File: src/rtl/core/psfc_pkg.sv
// Package: format codes and register map for the PCM sample format converter.
`timescale 1ns / 1ps
package psfc_pkg;
  typedef enum logic [3:0] {
    FMT_U8    = 4'd0,
    FMT_I8    = 4'd1,
    FMT_I16LE = 4'd2,
    FMT_I16BE = 4'd3,
    FMT_I24LE = 4'd4,
    FMT_I24BE = 4'd5,
    FMT_I32LE = 4'd6,
    FMT_I32BE = 4'd7,
    FMT_F32   = 4'd8,
    FMT_F64   = 4'd9
  } fmt_t;

  localparam logic [3:0] FMT_RESET = 4'd2;
  localparam logic [1:0] REG_SOURCE_FORMAT = 2'd0;
  localparam logic [7:0] U8_BIAS = 8'd128;
  localparam logic [31:0] FLT_INF = 32'h7F80_0000;
  localparam logic [31:0] FLT_QNAN = 32'h7FC0_0000;

  // Conversion path selected in stage 1
  typedef enum logic [2:0] {
    PATH_NONE = 3'd0,
    PATH_PCM  = 3'd1,
    PATH_INT  = 3'd2,
    PATH_F32  = 3'd3,
    PATH_F64  = 3'd4
  } path_t;
endpackage

File: src/rtl/core/pcm_sample_format_converter_core.sv
// Top level: four-stage PCM sample format converter with APB register port.
`timescale 1ns / 1ps
// One sample enters per clock (busy is always low) and its result appears
// with strobe after passing through the four register stages: byte select
// and sign handling, leading-one detect, normalize shift, rounding and
// packing. Results cannot be held off by the receiver; each stands for one
// cycle. source_format (byte address 0, reset i16le) must only be written
// while no sample is in flight.
module pcm_sample_format_converter_core (
  input  logic        clk,
  input  logic        rst,
  input  logic        start,
  output logic        busy,
  input  logic [63:0] raw_bytes,
  input  logic        sample_last,
  output logic        strobe,
  output logic signed [15:0] pcm16_value,
  output logic [31:0] float_bits,
  output logic        is_float,
  output logic        result_last,
  input  logic        psel,
  input  logic        penable,
  input  logic        pwrite,
  input  logic [1:0]  paddr,
  input  logic [31:0] pwdata,
  output logic [31:0] prdata,
  output logic        pready
);
  import psfc_pkg::*;

  logic [3:0] source_format;
  logic       accept;

  assign busy   = 1'b0;
  assign pready = 1'b1;
  assign accept = start && !busy;

  // Register write and read
  always_ff @(posedge clk) begin
    if (rst) begin
      source_format <= FMT_RESET;
    end else if (psel && penable && pwrite && pready && paddr == REG_SOURCE_FORMAT) begin
      source_format <= pwdata[3:0];
    end
  end
  assign prdata = (paddr == REG_SOURCE_FORMAT) ? {28'd0, source_format} : 32'd0;

  // ---------------- Stage 1: byte select, magnitude, double decode
  logic        s1_v, s1_last, s1_sign;
  path_t       s1_path;
  logic [15:0] s1_pcm;
  logic [31:0] s1_mag;      // integer magnitude, or f32 bits
  logic [5:0]  s1_scale;    // 23 or 31
  logic [10:0] s1_dexp;
  logic [51:0] s1_dfrac;

  logic [23:0] c_v24;
  logic [31:0] c_v32;
  always_comb begin
    c_v24 = (source_format == FMT_I24LE) ? raw_bytes[23:0]
          : {raw_bytes[7:0], raw_bytes[15:8], raw_bytes[23:16]};
    c_v32 = (source_format == FMT_I32LE) ? raw_bytes[31:0]
          : {raw_bytes[7:0], raw_bytes[15:8], raw_bytes[23:16], raw_bytes[31:24]};
  end

  always_ff @(posedge clk) begin
    if (rst) s1_v <= 1'b0;
    else     s1_v <= accept;
  end

  always_ff @(posedge clk) begin
    s1_last  <= sample_last;
    s1_pcm   <= 16'd0;
    s1_sign  <= 1'b0;
    s1_mag   <= 32'd0;
    s1_scale <= 6'd23;
    s1_dexp  <= raw_bytes[62:52];
    s1_dfrac <= raw_bytes[51:0];
    unique case (source_format)
      FMT_U8: begin
        s1_path <= PATH_PCM;
        s1_pcm  <= {raw_bytes[7:0] - U8_BIAS, 8'd0};
      end
      FMT_I8: begin
        s1_path <= PATH_PCM;
        s1_pcm  <= {raw_bytes[7:0], 8'd0};
      end
      FMT_I16LE: begin
        s1_path <= PATH_PCM;
        s1_pcm  <= raw_bytes[15:0];
      end
      FMT_I16BE: begin
        s1_path <= PATH_PCM;
        s1_pcm  <= {raw_bytes[7:0], raw_bytes[15:8]};
      end
      FMT_I24LE, FMT_I24BE: begin
        s1_path  <= PATH_INT;
        s1_sign  <= c_v24[23];
        s1_mag   <= c_v24[23] ? {8'd0, 24'd0 - c_v24} : {8'd0, c_v24};
        s1_scale <= 6'd23;
      end
      FMT_I32LE, FMT_I32BE: begin
        s1_path  <= PATH_INT;
        s1_sign  <= c_v32[31];
        s1_mag   <= c_v32[31] ? 32'd0 - c_v32 : c_v32;
        s1_scale <= 6'd31;
      end
      FMT_F32: begin
        s1_path <= PATH_F32;
        s1_mag  <= raw_bytes[31:0];
      end
      FMT_F64: begin
        s1_path <= PATH_F64;
        s1_sign <= raw_bytes[63];
      end
      default: s1_path <= PATH_NONE;
    endcase
  end

  // ---------------- Stage 2: leading-one position, double exponent math
  logic        s2_v, s2_last, s2_sign;
  path_t       s2_path;
  logic [15:0] s2_pcm;
  logic [31:0] s2_mag;
  logic [5:0]  s2_scale;
  logic [4:0]  s2_lz;       // leading zero count of s1_mag
  logic        s2_zero;
  logic [10:0] s2_dexp;
  logic [51:0] s2_dfrac;
  logic signed [12:0] s2_fe;
  logic [5:0]  s2_dsh;      // extra right shift of the mantissa for subnormal results
  logic        s2_dtiny;    // shifts everything out

  logic [4:0] c_lz;
  logic signed [12:0] c_fe;
  always_comb begin
    c_lz = 5'd0;
    for (int i = 0; i < 32; i++) begin
      if (s1_mag[i]) c_lz = 5'(31 - i);
    end
    c_fe = $signed({2'b00, s1_dexp}) - 13'sd896;
  end

  always_ff @(posedge clk) begin
    if (rst) s2_v <= 1'b0;
    else     s2_v <= s1_v;
  end

  always_ff @(posedge clk) begin
    s2_last  <= s1_last;
    s2_sign  <= s1_sign;
    s2_path  <= s1_path;
    s2_pcm   <= s1_pcm;
    s2_mag   <= s1_mag;
    s2_scale <= s1_scale;
    s2_lz    <= c_lz;
    s2_zero  <= (s1_mag == 32'd0);
    s2_dexp  <= s1_dexp;
    s2_dfrac <= s1_dfrac;
    s2_fe    <= c_fe;
    s2_dtiny <= (c_fe < -13'sd30);
    s2_dsh   <= (c_fe >= 13'sd1) ? 6'd0 : 6'(13'sd1 - c_fe);
  end

  // ---------------- Stage 3: normalize / align shift
  logic        s3_v, s3_last, s3_sign;
  path_t       s3_path;
  logic [15:0] s3_pcm;
  logic [31:0] s3_pass;
  logic        s3_zero;
  logic [23:0] s3_keep;     // 24 kept bits before rounding
  logic        s3_half, s3_sticky;
  logic signed [12:0] s3_exp;
  logic        s3_norm;     // double result normal
  logic        s3_inf, s3_nan, s3_sz;

  logic [31:0] c_nm;
  logic [52:0] c_m;
  logic [115:0] c_al;
  always_comb begin
    c_nm = s2_mag << s2_lz;
    c_m  = {1'b1, s2_dfrac};
    c_al = {c_m, 63'd0} >> s2_dsh;
  end

  always_ff @(posedge clk) begin
    if (rst) s3_v <= 1'b0;
    else     s3_v <= s2_v;
  end

  always_ff @(posedge clk) begin
    s3_last <= s2_last;
    s3_sign <= s2_sign;
    s3_path <= s2_path;
    s3_pcm  <= s2_pcm;
    s3_pass <= s2_mag;
    s3_zero <= s2_zero;
    s3_inf  <= 1'b0;
    s3_nan  <= 1'b0;
    s3_sz   <= 1'b0;
    s3_norm <= 1'b1;
    if (s2_path == PATH_F64) begin
      s3_keep   <= c_al[115:92];
      s3_half   <= c_al[91];
      s3_sticky <= |c_al[90:0];
      s3_exp    <= s2_fe;
      s3_norm   <= (s2_fe >= 13'sd1);
      s3_nan    <= (s2_dexp == 11'h7FF) && (s2_dfrac != 52'd0);
      s3_inf    <= ((s2_dexp == 11'h7FF) && (s2_dfrac == 52'd0)) ||
                   ((s2_dexp != 11'h7FF) && (s2_fe >= 13'sd255));
      s3_sz     <= (s2_dexp == 11'd0) || ((s2_fe < 13'sd1) && s2_dtiny);
    end else begin
      s3_keep   <= c_nm[31:8];
      s3_half   <= c_nm[7];
      s3_sticky <= |c_nm[6:0];
      s3_exp    <= 13'sd158 - $signed({8'd0, s2_lz}) - $signed({7'd0, s2_scale});
    end
  end

  // ---------------- Stage 4: round and pack
  logic        s4_v;
  logic [24:0] c_rk;
  logic        c_up;
  logic [12:0] c_e;
  logic [31:0] c_f;
  always_comb begin
    c_up = s3_half && (s3_sticky || s3_keep[0]);
    c_rk = {1'b0, s3_keep} + {24'd0, c_up};
    c_e  = s3_exp;
    if (c_rk[24]) c_e = s3_exp + 13'sd1;
    c_f = 32'd0;
    unique case (s3_path)
      PATH_INT: begin
        if (!s3_zero) c_f = {s3_sign, c_e[7:0], c_rk[24] ? c_rk[23:1] : c_rk[22:0]};
      end
      PATH_F32: c_f = s3_pass;
      PATH_F64: begin
        if (s3_nan)      c_f = {s3_sign, 31'd0} | FLT_QNAN | {9'd0, s3_keep[22:0]};
        else if (s3_inf) c_f = {s3_sign, 31'd0} | FLT_INF;
        else if (s3_sz)  c_f = {s3_sign, 31'd0};
        else if (s3_norm) begin
          if (c_rk[24] && c_e >= 13'sd255) c_f = {s3_sign, 31'd0} | FLT_INF;
          else c_f = {s3_sign, c_e[7:0], c_rk[24] ? c_rk[23:1] : c_rk[22:0]};
        end else c_f = {s3_sign, 31'd0} | {7'd0, c_rk};
      end
      default: c_f = 32'd0;
    endcase
  end

  always_ff @(posedge clk) begin
    if (rst) s4_v <= 1'b0;
    else     s4_v <= s3_v;
  end

  always_ff @(posedge clk) begin
    result_last <= s3_last;
    pcm16_value <= (s3_path == PATH_PCM) ? s3_pcm : 16'sd0;
    is_float    <= (s3_path == PATH_INT) || (s3_path == PATH_F32) || (s3_path == PATH_F64);
    float_bits  <= c_f;
  end
  assign strobe = s4_v;

  // Every accepted item comes out with strobe
  a_latency: assert property (@(posedge clk) disable iff (rst)
    accept |-> ##4 strobe) else $error("item lost in pipeline");
  // No result without an accepted item
  a_no_extra: assert property (@(posedge clk) disable iff (rst)
    strobe |-> $past(accept, 4)) else $error("spurious result");
  // A result that is not a float (PCM path) never carries float bits
  a_exclusive: assert property (@(posedge clk) disable iff (rst)
    strobe && !is_float |-> float_bits == 32'd0) else $error("float bits leak");
endmodule
File: config.mk
export PLATFORM = sky130hd
export DESIGN_NAME = pcm_sample_format_converter_core
export DESIGN_NICKNAME = d
export VERILOG_FILES = /design/src/rtl/core/psfc_pkg.sv /design/src/rtl/core/pcm_sample_format_converter_core.sv
export SDC_FILE = /design/constraint.sdc
export NUM_CORES = 1
export LEC_CHECK = 0
export ABC_AREA = 1
export BUFFER_PORTS_ARGS = -buffer_cell sky130_fd_sc_hd__buf_2
export CORE_MARGIN = 2
export CORE_UTILIZATION = 59
export CTS_CLUSTER_DIAMETER = 200
export DETAILED_ROUTE_END_ITERATION = 10
export HOLD_SLACK_MARGIN = 0.03
export PLACE_DENSITY = 0.8
export RECOVER_POWER = 25
export SYNTH_ARGS = -nofsm -noshare
export SYNTH_HDL_FRONTEND = slang
export SYNTH_SLANG_ARGS = --single-unit
File: constraint.sdc
create_clock -name clk -period 3.9 [get_ports clk]
set_input_delay 0.195 -clock clk [delete_from_list [all_inputs] [get_ports clk]]
set_output_delay 0.195 -clock clk [all_outputs]
set_load 0.01 [all_outputs]
==> metrics, run 1 <==
Critical Path RT around 4.3 ns; placed insts approximately 3100; synthesized cell area between 15000 and 20000 um2; initial antenna violation count 2; CTS Buf Count 41; n_diodes 0; min Tclk post-route 3.628 ns; Global Route Usage Sum a little over a third; Placement Cell Area 19880 um2; Slew HR between 20% and 30%; # clock sinks 406; Clock Tree Buf Depth 3; Starting Density around three fifths; DP HPWL approximately 43 mm; synth warn 0; startpoint types flip-flop; most common cell after layout, fill and taps aside nand2_1; fraction of the cycle the final worst path needs roughly 93%; Core Box Area 31640 um2; DR vias/cell about 5.8; top area cells in the synthesized netlist dfxtp_1 (43%), nand2_1 (13%), o21ai_0 (7.3%); max incr delay on CP around 0.35 ns; crit path DAT between 4 and 5 ns; Multi-input gate area between 9000 and 10000 um2; #FFs+latches synth approximately 410; Max Fanout on Critical Path 19; final hold violation count 0; wire per inst 18.29 um; post-route cell area between 20000 and 25000 um2; FF+latch area roughly 8000 um2; worst slew pin tran roughly 1.1 ns; largest net degree at the start of global routing 67; num ports between 150 and 200; post-synth top area share between 40% and 50%; DIE AREA 33590 um2; DR pass1 iterations 5; simple-gate share of the synthesized area 26.49%; Final setup viols 0; Worst-Skew Late Latency about 0.55 ns; proportion of layout cells with a drive suffix above 1 roughly 11%; leak pwr roughly 0.01 uW; crit path buf inv count 0; Slowest cell on crit path dfxtp_1; gr busiest metal met2; grt total ovfl 0; status finished clean; multiplexer area fraction after synthesis 1.531%; via count roughly 19000; P&R area growth vs syn 15.98%; # H-tree levels 2; Synth Flop Type dfxtp_1; VDD IR-drop max ~0.42 mV; # DRC 0; Routed Antenna Nets 0; final wirelength ~60 mm; Setup WS post-layout between 0.2 and 0.3 ns; Die W around 180 um; vias in the first global route between 15000 and 20000; Post-Synth XOR/XNOR Area 1.340%; M1 GR Usage between 40 and 50%; FMAX about 0.28 GHz; clk root buf clkbuf_16; CP cell instances o21a_1, ha_1, ha_1, nand3_2, nor3_4, nand3_2, nor2_1, nand2_1, nor2_4, nand3_4, nor2_4, nand2_2, nor2_2, nand2_1, xor2_1, nand3_1, nor2_1, nand2_2, nand2_4, a21oi_1, o21ai_0, o211ai_1; Synth Area in Adders less than 1%; main combinational cell family by area after synthesis simple AND/OR/NAND/NOR gates; ys async rst share 0%; RSZ-0062 raised after global routing false; global-route wire length before repair 92.09 mm; Worst Setup End Kind flip-flop; Slew Limit Fails 0; Worst-path clk slew around 0.070 ns; final net count 2939; non-filler instance count after layout about 3300; pre-CTS setup slack 0.2544 ns; chip height approximately 180 um; syn avg cell area ~7.1 um2; critical path class flip-flop to flip-flop; CP delay by family, top simple AND/OR/NAND/NOR gates; register area share after synthesis about 43%; I/O Buffers between 100 and 150; Final GP Congestion 0.9908; 1st-iter DRT viols 1865; Synth area leader dfxtp_1; post-synth cell types 58; Syn Inst Count about 2700; PwrDens just over 500 nW/um2; worst min path class primary input to flip-flop; final core occ between 60 and 70%; leading cell types in the layout, fill and taps excluded nand2_1 (677), dfxtp_1 (405), o21ai_0 (276), inv_1 (272), nor2_1 (198); MaxCap Viol Count 0; CTS tree done; Clock Skews 0.02936 ns; grt met2 use around 59%; # rows 65; Compound-Gate Fraction of Synth Area 17.51%; met3 usage under 10%; number of synthesized flops with an enable pin 0; fill cell count 2545; setup tns final 0 ns
[logic make-up after synthesis]
kind of cell / count (synthesis)
xor gates and xnor gates: 29
AOI/OAI and AO/OA: 570
DFF: 406
buffers and inverters: 441
and+or+nand+nor: 1167
adders and majority gates: 9
other: 2
muxes: 29
[metal layers]
layer	wire length, um	part of all wire, %
met1	23800	40
met4	2880	4.8
met2	27520	46
met5	10	0.017
met3	5343	9.0
[stage by stage]
step / hold slack (ns) / power [uW]
floorplan: 0.2227 / 6300
CTS: 0.08587 / 11060
finish: 0.1100 / 11100
global route: 0.1698 / 11570
global placement: 0.2967 / 6964
detailed placement: 0.2989 / 7000
[cell usage after synthesis, types with 24 or more instances]
cell	count
nand2_1	677
dfxtp_1	406
o21ai_0	276
inv_1	272
nor2_1	198
nand3_1	161
clkbuf_1	89
a21oi_1	84
o211ai_1	34
o21ai_1	33
nor3_1	31
buf_4	30
mux2i_1	29
o221ai_1	29
nor4_1	24
o22ai_1	24
xor2_1	24
[repair_timing]
item	in CTS	in global routing
buffers inserted	0	0
hold buffers	72	0
endpoints found under the setup margin	0	5
resized for setup	0	1
endpoints found under the hold margin	81	0
[final timing paths]
path                 from               end  slack (ns)  cells after the start
max reg2reg    s3_keep[0]    float_bits[26]        0.27                     22
min                pwrite  source_format[3]        0.11                      3
max            s3_keep[0]    float_bits[26]        0.27                     22
min reg2reg  s1_dfrac[13]      s2_dfrac[13]        0.32                      0
[sequential cells by signal, summed over array words and instances (netlist names), 6 cells and up]
signal / count
s1_dfrac: 52
s2_dfrac: 52
float_bits: 32
s1_mag: 32
s2_mag: 32
s3_pass: 32
s3_keep: 24
pcm16_value: 16
s1_pcm: 16
s2_pcm: 16
s3_pcm: 16
s2_fe: 12
s3_exp: 12
s1_dexp: 11
s2_dsh: 6
[power breakdown]
group	switching (uW)	total [uW]	internal (uW)
Sequential	253	4740	4490
Clock	1670	4050	2380
Combinational	1550	2310	765
Total	3480	11100	7630
[cell type report]
class | count | area share, %
well taps | 402 | 2.287
clock buffers | 49 | 5.030
clock inverters | 23 | 1.275
repair buffers | 248 | 7.966
flip-flops and latches | 406 | 36.97
multi-input cells | 1834 | 41.46
inverters | 294 | 5.019
[worst min-delay path: cells and delay by family]
| kind | cells | cell delay, ns |
|---|---|---|
| buffers and inverters | 1 | 0.09 |
| AO/OA/AOI/OAI | 1 | 0.11 |
| AND/OR/NAND/NOR | 1 | 0.21 |
(Power assumes the default switching activity.)
==> run 2: changes to the inputs <==
CORE_ASPECT_RATIO = 1.2   (was not set)
==> run 2 against run 1 <==
  * Clock skew decreased by 0.0068 ns
  * Final cell count down 0.28%
  * Routed wire length up 0.75%
  * Combinational power fell by 2%
  * Sequential cell count did not move
  * Global-route usage up 0.11 points
  * Utilization shrank 0.093 points
  * Hold slack improved by 0.019 ns
  * Critical path depth fell by 1
  * Register-to-register slack gained 0.03 ns
  * Highest routed layer is now met4
==> metrics, run 2 (same netlist as run 1, synthesis figures left out) <==
1st-iter DRT viols 1770 (-5.1%); largest net degree at the start of global routing 52 (-22%); worst slew pin tran 1.312 ns (+0.2510 ns); min Tclk post-route 3.596 ns (-0.03256 ns); RSZ-0062 raised after global routing false; global-route wire length before repair 93.32 mm (+1.3%); DR vias/cell 5.791 (+0.23%); startpoint types flip-flop; final hold violation count 0 (unchanged); Slew HR 11.42% (-18 points); wire per inst 18.48 um (+1.0%); vias in the first global route 17610 (+2.2%); fill cell count 2587 (+1.7%); # DRC 0 (unchanged); FF-to-FF Start s3_keep[0]; leak pwr 0.01013 uW (-0.75%); Max Fanout on Critical Path 19 (unchanged); initial antenna violation count 1 (-1); FMAX 0.2781 GHz (+0.91%); Slew Limit Fails 0 (unchanged); final net count 2933 (-0.20%); final wirelength 60.00 mm (+0.75%); hold_sp pwrite; P&R area growth vs syn 15.45%; Starting Density 60.12% (+0.19 points); non-filler instance count after layout 3247 (-0.28%); Worst-Skew Late Latency 0.55 ns (about the same); CP cell instances o21a_1, ha_1, ha_1, nand3_2, nor3_4, nand3_2, nor2_1, nand2_1, nor2_2, buf_4, buf_4, nand2_1, xor2_1, nor3_1, nand4_1, nand2_2, nand2_8, a21oi_1, o21ai_0, nand2_1, nand3_1; placed insts 3108 (-0.13%); DIE AREA 33590 um2 (about the same); clk root buf clkbuf_16; crit path DAT 4.01 ns (about the same); worst min path class primary input to flip-flop; Reg2Reg Depth 21 (-4.5%); Hold Path Stages 3 (unchanged); I/O Buffers 131 (unchanged); Routed Antenna Nets 0 (unchanged); DP HPWL 43.59 mm (+1.1%); Clock Tree Buf Depth 3 (unchanged); proportion of layout cells with a drive suffix above 1 10.58% (-0.36 points); grt total ovfl 0 (unchanged); Global Route Usage Sum 34.93% (+0.11 points); top flop regs s1_dfrac (52), s2_dfrac (52); Worst-path clk slew 0.06 ns (about the same); # clock sinks 406 (unchanged); reg-to-reg slack, setup 0.30 ns (+0.03 ns); max incr delay on CP 0.37 ns (+0.02 ns); via count 18800 (-0.048%); Final GP Congestion 1.006 (+1.5%); CTS Buf Count 39 (-4.9%); Clock Skews 0.02255 ns (-0.006813 ns); most used cell, CP nand2_1; MaxCap Viol Count 0 (unchanged); num ports 190 (unchanged); CTS tree done; most common cell after layout, fill and taps aside nand2_1; DR pass1 iterations 6 (+1); fraction of the cycle the final worst path needs 92.20% (-0.83 points); Slowest cell on crit path dfxtp_1; capturing point of the worst reg2reg path float_bits[12]; critical path class flip-flop to flip-flop; # H-tree levels 2 (unchanged); n_diodes 0 (unchanged); leading cell types in the layout, fill and taps excluded nand2_1 (677), dfxtp_1 (405), o21ai_0 (276), inv_1 (272), nor2_1 (198); PwrDens 502.0 nW/um2 (-0.58%); post-CTS setup buffers 0 (unchanged); Critical Path RT 4.31 ns (+0.02 ns); Hold Path End source_format[0]; status finished clean; chip height 200.4 um (+9.3%); setup tns final 0 ns (unchanged); Core Box Area 31540 um2 (-0.32%); VDD IR-drop max 0.4979 mV (+18%); Final setup viols 0 (unchanged); # rows 71 (+9.2%); Worst Setup End Kind flip-flop; Die W 167.6 um (-8.5%)
-- run 2: cell types whose count changed in the layout (fill, tap and decap cells not counted), moves of 2 or more --
cell	before	now
buf_2	131	129
clkinv_2	7	2
buf_12	3	0
clkbuf_8	5	9
inv_6	5	2
clkbuf_1	3	7
-- run 2: metal layers --
| metal | vias up | global-route usage (%) | part of all wire [%] |
|---|---|---|---|
| li1 | 9044 | - | - |
| met1 | 8538 | 41.86 | 38 |
| met2 | 1002 | 59.80 | 48 |
| met3 | 218 | 4.821 | 7.6 |
| met4 | 0 | 20.53 | 6.3 |
| met5 | - | 0 | 0 |
-- run 2: report_power, final --
group,switching [uW],leakage [uW],internal [uW]
sequential,265,0.00336,4490
clock,1620,0.000662,2360
combinational,1500,0.00610,754
-- run 2: worst max-delay path: cells and delay by family (launching register included) --
family | cells | cell delay (ns)
simple gates | 13 | 1.70
buf+inv | 2 | 0.36
xor+xnor | 1 | 0.17
compound gates | 3 | 0.43
fa+ha+maj | 2 | 0.44
flops | 1 | 0.37
-- run 2: worst max path at each step --
stage / slack, ns / cells after the start / from / to
detailed placement: 0.33 / 23 / s3_keep[0] / float_bits[27]
global placement: 0.48 / 25 / s3_keep[0] / float_bits[24]
finish: 0.30 / 21 / s3_keep[0] / float_bits[12]
global route: 0.05 / 25 / s3_keep[0] / float_bits[24]
floorplan: 0.92 / 26 / s3_keep[0] / float_bits[24]
CTS: 0.30 / 23 / s3_keep[0] / float_bits[27]
-- run 2: area by class of cell --
type | instances | area, um2 | area share, %
flip-flops and latches | 406 | 8129 | 37.13
clock buffers | 55 | 1169 | 5.338
multi-input cells | 1834 | 9120 | 41.66
repair buffers | 244 | 1679 | 7.670
well taps | 401 | 501.7 | 2.292
clock inverters | 13 | 188.9 | 0.8631
inverters | 294 | 1104 | 5.041
-- run 2: through the flow --
stage                     hold WS, ns  setup slack (ns)  cell area [um2]  util, %  total power (uW)
final                          0.1289            0.3043            21890    69.41             10990
after global routing           0.1321           0.04540            21890    69.41             11470
after CTS                      0.1011            0.3038            21880    69.40             10960
after detailed placement       0.2986            0.3333            19820    62.84              6974
after global placement         0.2968            0.4818            19820    62.84              6944
after floorplan                0.2227            0.9156            19070        -              6300
-- run 2: repair_timing --
item | CTS | global route
gates resized for setup | 0 | 1
hold buffers | 71 | 0
endpoints found under the setup margin | 0 | 2
hold endpoints to repair | 76 | 0
